## src/rtl/bst_pkg.sv

```systemverilog
`timescale 1ns / 1ps
// ----------------------------------------------------------------------------
// bst_pkg
// Shared types and constants of the byte stream tokenizer.
// ----------------------------------------------------------------------------
package bst_pkg;

   // default sizes
   localparam int POSITION_BITS_DEF   = 16;
   localparam int MAX_DELIM_BYTES_DEF = 8;

   // fixed field widths
   localparam int FIELD_W     = 16;
   localparam int DLEN_W      = 4;
   localparam int CSR_W       = 64;
   localparam int CSR_INDEX_W = 2;
   localparam int QUEUE_DEPTH = 4;

   // byte codes
   localparam logic [7:0] BYTE_CR    = 8'd13;
   localparam logic [7:0] BYTE_LF    = 8'd10;
   localparam logic [7:0] BYTE_SPACE = 8'd32;
   localparam logic [7:0] BYTE_HIGH  = 8'd128;

   // register indexes
   localparam logic [CSR_INDEX_W-1:0] CSR_SPLIT_MODE  = 2'd0;
   localparam logic [CSR_INDEX_W-1:0] CSR_DELIM_LEN   = 2'd1;
   localparam logic [CSR_INDEX_W-1:0] CSR_DELIM_BYTES = 2'd2;

   // register reset values
   localparam logic [1:0]        SPLIT_MODE_RST  = 2'd1;
   localparam logic [DLEN_W-1:0] DELIM_LEN_RST   = 4'd1;
   localparam logic [CSR_W-1:0]  DELIM_BYTES_RST = 64'd44;

   // split modes; the unused code behaves as whitespace mode
   typedef enum logic [1:0] {
      MODE_DELIM = 2'd0,
      MODE_SPACE = 2'd1,
      MODE_LINE  = 2'd2
   } mode_type;

   // input word
   typedef struct packed {
      logic [7:0] data_byte;
      logic       last_byte;
      logic       no_byte;
   } req_type;

   // result word
   typedef struct packed {
      logic [FIELD_W-1:0] token_start;
      logic [FIELD_W-1:0] token_length;
      logic               is_token;
      logic               end_of_string;
      logic               length_overflow;
   } rsp_type;

   // classified word from front to back
   typedef struct packed {
      mode_type          mode;
      logic              hit;   // delimiter match, separator or line break
      logic              last;
      logic              none;
      logic [DLEN_W-1:0] dlen;
   } class_type;

endpackage

```

## src/rtl/bst_front.sv

```systemverilog
`timescale 1ns / 1ps
// ----------------------------------------------------------------------------
// bst_front
// Accepts input words, holds the registers and the delimiter window, and
// classifies each byte for the back end.
// ----------------------------------------------------------------------------
module bst_front import bst_pkg::*; #(
   parameter int MAX_DELIM_BYTES = MAX_DELIM_BYTES_DEF
) (
   input  logic                   clock,
   input  logic                   reset,
   input  logic                   csr_we,
   input  logic [CSR_INDEX_W-1:0] csr_index,
   input  logic [CSR_W-1:0]       csr_wdata,
   input  logic                   req_valid,
   output logic                   req_ready,
   input  req_type                req_data,
   input  logic                   q_full,
   output logic                   q_push,
   output class_type              q_word
);

   localparam int WIN_W  = 8 * MAX_DELIM_BYTES;
   localparam int FILL_W = $clog2(MAX_DELIM_BYTES + 1);
   localparam logic [FILL_W-1:0] FILL_MAX = FILL_W'(MAX_DELIM_BYTES);
   localparam logic [DLEN_W-1:0] DLEN_MAX = DLEN_W'(MAX_DELIM_BYTES);

   logic [1:0]        mode_ff,  mode_in;
   logic [DLEN_W-1:0] dlen_ff,  dlen_in;
   logic [CSR_W-1:0]  delim_ff, delim_in;
   logic [WIN_W-1:0]  window_ff, window_in;
   logic [FILL_W-1:0] fill_ff,   fill_in;

   mode_type          mode;
   logic [DLEN_W-1:0] eff_len;
   logic [WIN_W-1:0]  win_shift;
   logic [FILL_W-1:0] fill_inc;
   logic              match;
   logic              accept;

   // register writes
   always_comb begin
      mode_in  = mode_ff;
      dlen_in  = dlen_ff;
      delim_in = delim_ff;
      if (csr_we) begin
         unique case (csr_index)
            CSR_SPLIT_MODE:  mode_in  = csr_wdata[1:0];
            CSR_DELIM_LEN:   dlen_in  = csr_wdata[DLEN_W-1:0];
            CSR_DELIM_BYTES: delim_in = csr_wdata;
            default: ;
         endcase
      end
   end

   // mode and effective delimiter length
   always_comb begin
      if (mode_ff == MODE_DELIM) begin
         mode = MODE_DELIM;
      end else if (mode_ff == MODE_LINE) begin
         mode = MODE_LINE;
      end else begin
         mode = MODE_SPACE;
      end
      if (dlen_ff == '0) begin
         eff_len = DLEN_W'(1);
      end else if (dlen_ff > DLEN_MAX) begin
         eff_len = DLEN_MAX;
      end else begin
         eff_len = dlen_ff;
      end
   end

   // window with the new byte shifted in, newest byte lowest
   assign win_shift = (window_ff << 8) | WIN_W'(req_data.data_byte);
   assign fill_inc  = (fill_ff < FILL_MAX) ? fill_ff + FILL_W'(1) : fill_ff;

   // delimiter compare: delimiter byte i against window byte len-1-i
   always_comb begin
      int idx;
      idx   = 0;
      match = (DLEN_W'(fill_inc) >= eff_len);
      for (int i = 0; i < MAX_DELIM_BYTES; i++) begin
         if (i < int'(eff_len)) begin
            idx = int'(eff_len) - 1 - i;
            if (win_shift[8*idx +: 8] != delim_ff[8*i +: 8]) begin
               match = 1'b0;
            end
         end
      end
   end

   // classified word
   always_comb begin
      q_word.mode = mode;
      q_word.last = req_data.last_byte;
      q_word.none = req_data.no_byte;
      q_word.dlen = eff_len;
      unique case (mode)
         MODE_DELIM: q_word.hit = match;
         MODE_LINE:  q_word.hit = (req_data.data_byte == BYTE_CR) ||
                                  (req_data.data_byte == BYTE_LF);
         default:    q_word.hit = (req_data.data_byte <= BYTE_SPACE) ||
                                  (req_data.data_byte >= BYTE_HIGH);
      endcase
   end

   assign req_ready = !q_full;
   assign accept    = req_valid && !q_full;
   // idle words change nothing and are dropped here
   assign q_push    = accept && !(req_data.no_byte && !req_data.last_byte);

   // window update
   always_comb begin
      window_in = window_ff;
      fill_in   = fill_ff;
      if (accept) begin
         if (req_data.last_byte) begin
            window_in = '0;
            fill_in   = '0;
         end else if (!req_data.no_byte && (mode == MODE_DELIM)) begin
            if (match) begin
               window_in = '0;
               fill_in   = '0;
            end else begin
               window_in = win_shift;
               fill_in   = fill_inc;
            end
         end
      end
   end

   always_ff @(posedge clock) begin
      if (reset) begin
         mode_ff   <= SPLIT_MODE_RST;
         dlen_ff   <= DELIM_LEN_RST;
         delim_ff  <= DELIM_BYTES_RST;
         window_ff <= '0;
         fill_ff   <= '0;
      end else begin
         mode_ff   <= mode_in;
         dlen_ff   <= dlen_in;
         delim_ff  <= delim_in;
         window_ff <= window_in;
         fill_ff   <= fill_in;
      end
   end

endmodule

```

## src/rtl/bst_fifo.sv

```systemverilog
`timescale 1ns / 1ps
// ----------------------------------------------------------------------------
// bst_fifo
// Short queue of classified words between front and back end.
// ----------------------------------------------------------------------------
module bst_fifo import bst_pkg::*; (
   input  logic      clock,
   input  logic      reset,
   input  logic      push,
   input  class_type push_word,
   input  logic      pop,
   output class_type head_word,
   output logic      full,
   output logic      empty
);

   localparam int PTR_W = $clog2(QUEUE_DEPTH);
   localparam int CNT_W = $clog2(QUEUE_DEPTH + 1);

   class_type        mem_ff [QUEUE_DEPTH];
   logic [PTR_W-1:0] wr_ptr_ff, wr_ptr_in;
   logic [PTR_W-1:0] rd_ptr_ff, rd_ptr_in;
   logic [CNT_W-1:0] count_ff,  count_in;

   assign full      = (count_ff == CNT_W'(QUEUE_DEPTH));
   assign empty     = (count_ff == '0);
   assign head_word = mem_ff[rd_ptr_ff];

   // pointer and count update
   always_comb begin
      wr_ptr_in = wr_ptr_ff;
      rd_ptr_in = rd_ptr_ff;
      count_in  = count_ff;
      if (push) begin
         wr_ptr_in = wr_ptr_ff + PTR_W'(1);
      end
      if (pop) begin
         rd_ptr_in = rd_ptr_ff + PTR_W'(1);
      end
      if (push && !pop) begin
         count_in = count_ff + CNT_W'(1);
      end else if (pop && !push) begin
         count_in = count_ff - CNT_W'(1);
      end
   end

   // storage
   always_ff @(posedge clock) begin
      if (push) begin
         mem_ff[wr_ptr_ff] <= push_word;
      end
   end

   always_ff @(posedge clock) begin
      if (reset) begin
         wr_ptr_ff <= '0;
         rd_ptr_ff <= '0;
         count_ff  <= '0;
      end else begin
         wr_ptr_ff <= wr_ptr_in;
         rd_ptr_ff <= rd_ptr_in;
         count_ff  <= count_in;
      end
   end

endmodule

```

## src/rtl/bst_back.sv

```systemverilog
`timescale 1ns / 1ps
// ----------------------------------------------------------------------------
// bst_back
// Tracks positions and open tokens, turns classified words into results
// and holds up to two results for the output channel.
// ----------------------------------------------------------------------------
module bst_back import bst_pkg::*; #(
   parameter int POSITION_BITS = POSITION_BITS_DEF
) (
   input  logic      clock,
   input  logic      reset,
   input  logic      q_empty,
   input  class_type q_word,
   output logic      q_pop,
   output logic      rsp_valid,
   input  logic      rsp_ready,
   output rsp_type   rsp_data
);

   localparam int P  = POSITION_BITS;
   localparam int PX = POSITION_BITS + 1;
   localparam logic [P-1:0] POS_MAX = '1;

   logic [P-1:0] pos_ff,   pos_in;
   logic [P-1:0] start_ff, start_in;
   logic         run_ff,   run_in;
   logic         ovf_ff,   ovf_in;
   logic         closed_ff, closed_in;
   rsp_type      buf_ff [2];
   rsp_type      buf_in [2];
   logic [1:0]   cnt_ff,   cnt_in;

   logic         take;
   logic [P-1:0] p_cur;
   logic [P-1:0] p_cnt;
   logic         ovf_new;
   logic [PX-1:0] ms;
   logic [PX-1:0] p_inc;
   logic [PX-1:0] len_x;
   rsp_type      r0, r1;
   logic [1:0]   n_res;

   // one result word, lengths and positions cut to the field width
   function automatic rsp_type mk(input logic [PX-1:0] start, input logic [PX-1:0] len,
                                  input logic tok, input logic eos, input logic ovf);
      rsp_type r;
      r.token_start     = FIELD_W'(start);
      r.token_length    = FIELD_W'(len);
      r.is_token        = tok;
      r.end_of_string   = eos;
      r.length_overflow = ovf;
      return r;
   endfunction

   // distance from one position to a later one, zero if not later
   function automatic logic [PX-1:0] span(input logic [PX-1:0] from, input logic [PX-1:0] to);
      logic [PX-1:0] d;
      d = (to >= from) ? to - from : '0;
      return d;
   endfunction

   assign take  = rsp_valid && rsp_ready;
   assign q_pop = !q_empty && ((cnt_ff == 2'd0) || ((cnt_ff == 2'd1) && take));

   // position of this byte, saturating
   always_comb begin
      p_cur = pos_ff;
      if (pos_ff >= POS_MAX) begin
         p_cur   = POS_MAX;
         p_cnt   = POS_MAX;
         ovf_new = 1'b1;
      end else begin
         p_cnt   = pos_ff + P'(1);
         ovf_new = ovf_ff;
      end
      p_inc = PX'(p_cur) + PX'(1);
      len_x = PX'(q_word.dlen);
      ms    = (p_inc >= len_x) ? p_inc - len_x : '0;
   end

   // token rules
   always_comb begin
      logic [PX-1:0] beg;
      logic [PX-1:0] lp;
      beg       = PX'(start_ff);
      lp        = ovf_ff ? PX'(POS_MAX) : PX'(pos_ff - P'(1));
      pos_in    = pos_ff;
      start_in  = start_ff;
      run_in    = run_ff;
      ovf_in    = ovf_ff;
      closed_in = closed_ff;
      r0        = mk('0, '0, 1'b0, 1'b1, ovf_ff);
      r1        = mk('0, '0, 1'b0, 1'b1, ovf_ff);
      n_res     = 2'd0;
      if (q_word.none) begin
         // end of string without a byte
         n_res = 2'd1;
         if ((pos_ff == '0) && !ovf_ff) begin
            r0 = mk('0, '0, 1'b0, 1'b1, ovf_ff);
         end else if (q_word.mode == MODE_DELIM) begin
            if (closed_ff) begin
               r0 = mk(PX'(pos_ff), '0, 1'b1, 1'b1, ovf_ff);
            end else begin
               r0 = mk(beg, span(beg, PX'(pos_ff)), 1'b1, 1'b1, ovf_ff);
            end
         end else if (run_ff) begin
            r0 = mk(beg, span(beg, PX'(pos_ff)), 1'b1, 1'b1, ovf_ff);
         end else if ((q_word.mode == MODE_LINE) && closed_ff) begin
            r0 = mk(lp, '0, 1'b1, 1'b1, ovf_ff);
         end else begin
            r0 = mk('0, '0, 1'b0, 1'b1, ovf_ff);
         end
      end else begin
         pos_in = p_cnt;
         ovf_in = ovf_new;
         unique case (q_word.mode)
            // delimiter split
            MODE_DELIM: begin
               if (q_word.hit) begin
                  r0        = mk(beg, span(beg, ms), 1'b1, 1'b0, ovf_new);
                  r1        = mk(PX'(p_cnt), '0, 1'b1, 1'b1, ovf_new);
                  n_res     = q_word.last ? 2'd2 : 2'd1;
                  start_in  = p_cnt;
                  closed_in = 1'b1;
               end else begin
                  r0        = mk(beg, span(beg, PX'(p_cnt)), 1'b1, 1'b1, ovf_new);
                  n_res     = q_word.last ? 2'd1 : 2'd0;
                  closed_in = 1'b0;
               end
            end
            // line split
            MODE_LINE: begin
               if (q_word.hit && run_ff) begin
                  r0        = mk(beg, span(beg, PX'(p_cur)), 1'b1, 1'b0, ovf_new);
                  r1        = mk(PX'(p_cur), '0, 1'b1, 1'b1, ovf_new);
                  n_res     = q_word.last ? 2'd2 : 2'd1;
                  run_in    = 1'b0;
                  closed_in = 1'b1;
               end else if (q_word.hit) begin
                  r0        = mk(PX'(p_cur), '0, 1'b1, q_word.last, ovf_new);
                  n_res     = 2'd1;
                  closed_in = 1'b0;
               end else begin
                  if (!run_ff) begin
                     beg      = PX'(p_cur);
                     start_in = p_cur;
                     run_in   = 1'b1;
                  end
                  r0        = mk(beg, span(beg, PX'(p_cnt)), 1'b1, 1'b1, ovf_new);
                  n_res     = q_word.last ? 2'd1 : 2'd0;
                  closed_in = 1'b0;
               end
            end
            // whitespace runs
            default: begin
               if (!q_word.hit) begin
                  if (!run_ff) begin
                     beg      = PX'(p_cur);
                     start_in = p_cur;
                     run_in   = 1'b1;
                  end
                  r0    = mk(beg, span(beg, PX'(p_cnt)), 1'b1, 1'b1, ovf_new);
                  n_res = q_word.last ? 2'd1 : 2'd0;
               end else if (run_ff) begin
                  r0     = mk(beg, span(beg, PX'(p_cur)), 1'b1, q_word.last, ovf_new);
                  n_res  = 2'd1;
                  run_in = 1'b0;
               end else begin
                  r0    = mk('0, '0, 1'b0, 1'b1, ovf_new);
                  n_res = q_word.last ? 2'd1 : 2'd0;
               end
            end
         endcase
      end
      // string done: back to the start state
      if (q_word.last) begin
         pos_in    = '0;
         start_in  = '0;
         run_in    = 1'b0;
         ovf_in    = 1'b0;
         closed_in = 1'b0;
      end
   end

   // output buffer, filled only when it is empty or drains empty this cycle
   always_comb begin
      buf_in[0] = buf_ff[0];
      buf_in[1] = buf_ff[1];
      cnt_in    = cnt_ff;
      if (q_pop) begin
         buf_in[0] = r0;
         buf_in[1] = r1;
         cnt_in    = n_res;
      end else if (take) begin
         buf_in[0] = buf_ff[1];
         cnt_in    = cnt_ff - 2'd1;
      end
   end

   assign rsp_valid = (cnt_ff != 2'd0);
   assign rsp_data  = buf_ff[0];

   always_ff @(posedge clock) begin
      buf_ff[0] <= buf_in[0];
      buf_ff[1] <= buf_in[1];
   end

   always_ff @(posedge clock) begin
      if (reset) begin
         pos_ff    <= '0;
         start_ff  <= '0;
         run_ff    <= 1'b0;
         ovf_ff    <= 1'b0;
         closed_ff <= 1'b0;
         cnt_ff    <= 2'd0;
      end else begin
         if (q_pop) begin
            pos_ff    <= pos_in;
            start_ff  <= start_in;
            run_ff    <= run_in;
            ovf_ff    <= ovf_in;
            closed_ff <= closed_in;
         end
         cnt_ff <= cnt_in;
      end
   end

endmodule

```

## src/rtl/byte_stream_tokenizer_unit.sv

```systemverilog
`timescale 1ns / 1ps
// Latency: a byte's classified word is registered in the queue, and its result
// in the output buffer, before that result is valid on rsp.
// Throughput: one word per cycle unless the queue is full; a two-result word
// holds the output buffer until both are taken; a four-word queue absorbs that.
// Reset (synchronous): whitespace mode, delimiter length 1, delimiter ',',
// queue and output buffer empty, position state cleared.
// ----------------------------------------------------------------------------
// byte_stream_tokenizer_unit
// Splits a byte stream into (start, length) tokens by delimiter string,
// whitespace runs or CR/LF lines.
// ----------------------------------------------------------------------------
module byte_stream_tokenizer_unit import bst_pkg::*; #(
   parameter int POSITION_BITS   = POSITION_BITS_DEF,
   parameter int MAX_DELIM_BYTES = MAX_DELIM_BYTES_DEF
) (
   input  logic                   clock,
   input  logic                   reset,
   input  logic                   csr_we,
   input  logic [CSR_INDEX_W-1:0] csr_index,
   input  logic [CSR_W-1:0]       csr_wdata,
   input  logic                   req_valid,
   output logic                   req_ready,
   input  req_type                req_data,
   output logic                   rsp_valid,
   input  logic                   rsp_ready,
   output rsp_type                rsp_data
);

   logic      q_push;
   logic      q_pop;
   logic      q_full;
   logic      q_empty;
   class_type push_word;
   class_type head_word;

   // front end: registers, window and classification
   bst_front #(
      .MAX_DELIM_BYTES(MAX_DELIM_BYTES)
   ) u_front (
      .clock     (clock),
      .reset     (reset),
      .csr_we    (csr_we),
      .csr_index (csr_index),
      .csr_wdata (csr_wdata),
      .req_valid (req_valid),
      .req_ready (req_ready),
      .req_data  (req_data),
      .q_full    (q_full),
      .q_push    (q_push),
      .q_word    (push_word)
   );

   // word queue
   bst_fifo u_fifo (
      .clock     (clock),
      .reset     (reset),
      .push      (q_push),
      .push_word (push_word),
      .pop       (q_pop),
      .head_word (head_word),
      .full      (q_full),
      .empty     (q_empty)
   );

   // back end: token state and results
   bst_back #(
      .POSITION_BITS(POSITION_BITS)
   ) u_back (
      .clock     (clock),
      .reset     (reset),
      .q_empty   (q_empty),
      .q_word    (head_word),
      .q_pop     (q_pop),
      .rsp_valid (rsp_valid),
      .rsp_ready (rsp_ready),
      .rsp_data  (rsp_data)
   );

endmodule
```

## config.mk

```make
export PLATFORM = sky130hd
export DESIGN_NAME = byte_stream_tokenizer_unit
export DESIGN_NICKNAME = d
export VERILOG_FILES = /design/src/rtl/bst_pkg.sv /design/src/rtl/bst_front.sv /design/src/rtl/bst_fifo.sv /design/src/rtl/bst_back.sv /design/src/rtl/byte_stream_tokenizer_unit.sv
export SDC_FILE = /design/constraint.sdc
export NUM_CORES = 1
export LEC_CHECK = 0
export BUFFER_PORTS_ARGS = -buffer_cell sky130_fd_sc_hd__buf_4
export CORE_MARGIN = 4
export CORE_UTILIZATION = 40
export DETAILED_ROUTE_END_ITERATION = 16
export SETUP_SLACK_MARGIN = 0.4
export SLEW_MARGIN = 20
export SYNTH_ARGS = -nofsm -noshare
export SYNTH_HDL_FRONTEND = slang
export SYNTH_SLANG_ARGS = --single-unit
export TNS_END_PERCENT = 20
```

## constraint.sdc

```tcl
create_clock -name clock -period 6 [get_ports clock]
set_clock_uncertainty 0.2 [all_clocks]
set_input_delay 1.2 -clock clock [delete_from_list [all_inputs] [get_ports clock]]
set_output_delay 1.2 -clock clock [all_outputs]
set_load 0.02 [all_outputs]
```

# Word level (Yosys, flattened, before mapping)
# Memory sizes are Yosys's and may differ from the RTL's. A register that Yosys moved wholly into a read port is not among the register bits.
# Cells that the tools add are included.
[op_classes] add_sub_neg=24 magnitude_cmp=21 n_eq_ne=22 shift=8 mux=104 n_bitwise=1 reduce_logical=45
[op_table] operator="$mux W35" count=16
[op_table] operator="$shiftx A64 B32 Y8" count=7
[op_table] operator="$mux W16" count=18
[op_table] operator="$mux W56" count=3
[op_table] operator="$pmux W35 S2" count=2
[op_table] operator="$mux W17" count=7
[op_table] operator="$sub A16 B16 Y16" count=6
[op_table] operator="$ne A8 B8 Y1" count=8
[op_table] operator="$or A64 B8 Y64" count=1
[op_table] operator="$shiftx A64 B8 Y8" count=1
[op_table] operator="$ge A16 B16 Y1" count=3
[op_table] operator="$ge A16 B17 Y1" count=2
[op_table] operator="$pmux W16 S2" count=1
[op_table] operator="$mux W1" count=31
[op_table] operator="$mux W2" count=13
[op_table] operator="$mux W4" count=6
[op_table] operator="$sub A5 B4 Y6 const B" count=4
[op_table] operator="$mux W19" count=1
[op_table] operator="$add A16 B1 Y17 const B" count=1
[op_table] operator="$ge A17 B16 Y1" count=1
[op_table] operator="$ge A17 B4 Y1" count=1
[op_table] operator="$sub A17 B4 Y17" count=1
[op_table] operator="$add A16 B1 Y16 const B" count=1
[op_table] operator="$eq A8 B4 Y1 const B" count=2
[op_table] operator="other kinds (41)" count=88
[word_totals] regBits=174 mem_bits_rw=106 memories=2
[memory_table] name="u_back.buf_ff" depth=2 width=35 read_ports=2 rd_ports_with_merged_regs=0 wr=2 line_no="bst_back.sv:29" rtl="rsp_type buf_ff [2];"
[memory_table] name="u_fifo.mem_ff" depth=4 width=9 read_ports=1 rd_ports_with_merged_regs=1 wr=1 line_no="bst_fifo.sv:20" rtl="class_type mem_ff [QUEUE_DEPTH];"

# Longest topological paths before layout
[depth] depth_word=25 depth_mapped=27

# By module
# From an unflattened synthesis, not the netlist that was laid out.
[hier_totals] cells_unflattened=2663 area_unflattened_um2=21597.0
[modules_own_cells] mod="bst_back" instances=1 cells_each=1363 area_per_inst_um2=10421.2 seq_area_each_um2=2332.2
[modules_own_cells] mod="bst_front" instances=1 cells_each=1209 area_per_inst_um2=9446.6 seq_area_each_um2=2602.5
[modules_own_cells] mod="bst_fifo" instances=1 cells_each=91 area_per_inst_um2=1729.2 seq_area_each_um2=1261.2

# Worst setup path before layout
# Ideal clock, no wire load.
[synth_timing] path_type="register to register" start="register with a tool-made name" end="memory u_back.buf_ff[0][10] in the netlist's numbering, data pin" setup_time_ns=0.271 arrival_ns=5.228 required_time_ns=5.529 slack_ns=0.301 stages_incl_launch_ff=23 path_buffers=4 period_less_slack_ns=5.699 cell_sequence="dfxtp_1 clkbuf_1 mux4_2 inv_1 ha_1 nor2b_1 o21ai_0 nand2b_1 a21o_1 nor3_1 and3_1 clkbuf_1 clkbuf_1 nor2_1 ha_1 or3_1 o21ai_0 a211o_1 nand4_1 and3_1 o21ai_1 clkbuf_1 o211ai_1"
[synth_rtl] item="to (decl)" line_no="bst_back.sv:29"

==> reports/results.ini <==
[sta]
setup_viol=0
fin_ws_ns=0.662
hold_violations=0
finalCriticalPeriod_ns=5.34
max_freq_mhz=187
min_period_over_period=0.890
worst_slew_pin_slew_ns=1.11
setup-tns-final_ns=0
slew_violations=0
rsz0062_at_grt=false
slew_headroom=0.260

[yosys]
synthesis.area_um2=20700
synth-async-reset-ratio=0
yosys.area_share.adder=0.0757
synth_edf_count=89
ys_ff_latch=265
muxShareOfSynthArea=0.0766
synth_xor_area_frac=0.0601
synth_warnings=0
synthCells=2457
synthSimpleGateAreaFrac=0.185
synth_cell_types=90
synth_compound_area_frac=0.240
synth_top_family_by_area=compound AO/OA/AOI/OAI gates
avgSynthCellArea_um2=8.42
seq_area_frac_synth=0.299
synth_ff_type=dfxtp_1

[die]
initial_core_util=0.403
die_area_um2=55500
die_w_um=235
core_um2=51300
die_h_um=235
pin_count=118
row_count=83

[global_routing]
grt_pass1_wl_um=113000
track_usage=0.258
antenna_found_initial=1
grt_overflow=0
grt_pass1_vias=18793
grt_start_max_net_pins=70

[clocking]
h-tree-depth=2
cts_tree=done
cts_hold_buf=0
postCtsSetupRepairBufs=0
ctsRootBufferMaster=clkbuf_16
cts.clk_slew.worst_paths_ns=0.06
clock_latency_ns=0.55
cts_resized=0
clock-sinks=265
cts_buffer_depth=3
cts_inserted_buffers=34

[worst_hold_path]
min-delay-start=u_front.delim_ff[62]
hold_end=u_front.delim_ff[62]
worstHoldPathCells=2
hold_class=reg2reg

[placement]
place_congestion=0.949
placed_area_um2=22000
place_ws_ns=0.619
dp_cells=3125
place_hpwl_um=56500
port_buffers=117

[worst_setup_path]
ff2ff_setup_slack_ns=0.66
r2r.worst_path.cells=16
rr_startpoint=u_front.dlen_ff[1]
r2r-end=u_front.window_ff[26]
crit_type=reg2reg
critical_path_arrival_ns=5.56
endpoint_kind=flip-flop
crit_path_start_kind=flip-flop
cp.required_ns=6.22
critPathMaxFanout=56

[routing]
drt-initial-drc-count=1860
routed_wl_um=75500
wire_per_inst_um=23.7
ant_nets=0
vias_per_cell=6.13
vias=19521
drc_errors=0
dr.pass1.iters=7

[layout]
post-route-util=0.450
diodes=0
layout-drive-gt1-share=0.133
stdcell_count=3187
fin_area_um2=23100
fin_nets=2683
syn_to_final_growth_pct=11.6

[power]
clock_power_share=0.239
power.switching_mw=3.41
p_int_mw=4.74
p_comb_frac=0.477
ir_drop_mv=0.236
swShare=0.419
p_seq_frac=0.284
p_per_area_nw_per_um2=353
leakagePower_nw=8.85

[job]
max-cap-violations=0

[outcome]
status=completed

## power groups by stage
stage / registers, mW / clock network, mW / logic, mW
3_5_place_dp: 2.35 / 0 / 3.80
2_1_floorplan: 2.29 / 0 / 2.82
4_1_cts: 2.32 / 1.99 / 3.82
6_report: 2.32 / 1.95 / 3.89
3_3_place_gp: 2.35 / 0 / 3.78
5_1_grt: 2.34 / 2.06 / 4.20
## cell families after synthesis
logic type | after synthesis
AND/OR/NAND/NOR | 807
AO/OA/AOI/OAI | 716
buffers and inverters | 290
flip-flops | 265
XOR/XNOR | 139
adder cells (fa/ha/maj) | 121
multiplexers | 118
other | 1
## final cells by class
class	instances	area (um2)
inverters	91	342
clock inverters	20	144
flip-flops and latches	265	6200
multi-input cells	1904	13200
well taps	680	851
fillers	5103	28200
repair buffers	185	1410
clock buffers	42	911
## cells in the final DEF, fill, tap and decap left out, types with 44 or more instances in the layout
| master | instances |
|---|---|
| a22o_1 | 60 |
| a22oi_1 | 65 |
| mux2i_1 | 74 |
| nor2b_1 | 59 |
| xnor2_1 | 85 |
| a21oi_1 | 178 |
| buf_4 | 183 |
| dfxtp_1 | 171 |
| nor3_1 | 47 |
| edfxtp_1 | 89 |
| xor2_1 | 52 |
| nand2_1 | 286 |
| o21ai_0 | 110 |
| nand3_1 | 44 |
| ha_1 | 112 |
| inv_1 | 86 |
| nor2_1 | 196 |
## worst max-delay path, stage by stage (launching register included)
cell and delay [ns]:
dfxtp_1 0.46, o21ba_1 0.31, nor2_8 0.04, ha_2 0.35, clkinv_1 0.33, buf_4 0.32
ha_1 0.65, nand2b_1 0.26, o22ai_1 0.11, xor2_1 0.18, nor4_1 0.34, o211ai_1 0.32
o41ai_2 0.42, a41o_1 0.27, o31ai_4 0.12, buf_12 0.23, a22o_1 0.26
## state kept, by name, indices dropped and copies added (netlist names), 3 cells and up, named ones only
signal and count:
u_front.window_ff 56, u_back.buf_ff 53, u_back.pos_ff 16, u_front.fill_ff 4, u_fifo.mem_ff 36, u_back.start_ff 16, u_fifo.count_ff 3, u_front.delim_ff 64
u_front.dlen_ff 4
## worst max-delay path by stage
stage                        from               endpoint  slack [ns]  depth (start not counted)
3_3_place_gp            flip-flop   u_back.buf_ff[0][17]        0.75                         22
2_1_floorplan    u_back.pos_ff[6]   u_back.buf_ff[0][10]        0.46                         25
3_5_place_dp     u_back.pos_ff[0]   u_back.buf_ff[0][17]        0.62                         22
6_report       u_front.dlen_ff[1]  u_front.window_ff[26]        0.66                         16
4_1_cts          u_back.pos_ff[0]   u_back.buf_ff[0][17]        0.62                         22
5_1_grt                 flip-flop   u_back.buf_ff[0][16]        0.40                         23
## per-stage QoR
stage	power, mW	hold WS [ns]
floorplan	5.10	0.236
global placement	6.13	0.248
detailed placement	6.16	0.262
CTS	8.13	0.271
global route	8.61	0.295
finish	8.15	0.273
## synthesized netlist by cell type, types with 44 or more instances
cell	instances	area, um2
nand2_1	286	1070
nor2_1	197	739
a21oi_1	179	896
dfxtp_1	176	3520
ha_1	114	1430
clkbuf_1	112	420
o21ai_0	112	561
edfxtp_1	89	2670
inv_1	87	327
xnor2_1	85	744
mux2i_1	74	741
a22oi_1	65	488
a22o_1	60	526
nor2b_1	59	369
xor2_1	52	455
nor3_1	47	235
nand3_1	44	220
## routing by layer
metal  track usage  up-vias  wire length [um]
li1              -     9070                 -
met1         0.313     9432             29800
met2         0.445      798             36400
met3        0.0356      219              4490
met4         0.137        2              4790
met5             0        -                13
Note: power is estimated with default switching activity, not from simulation.
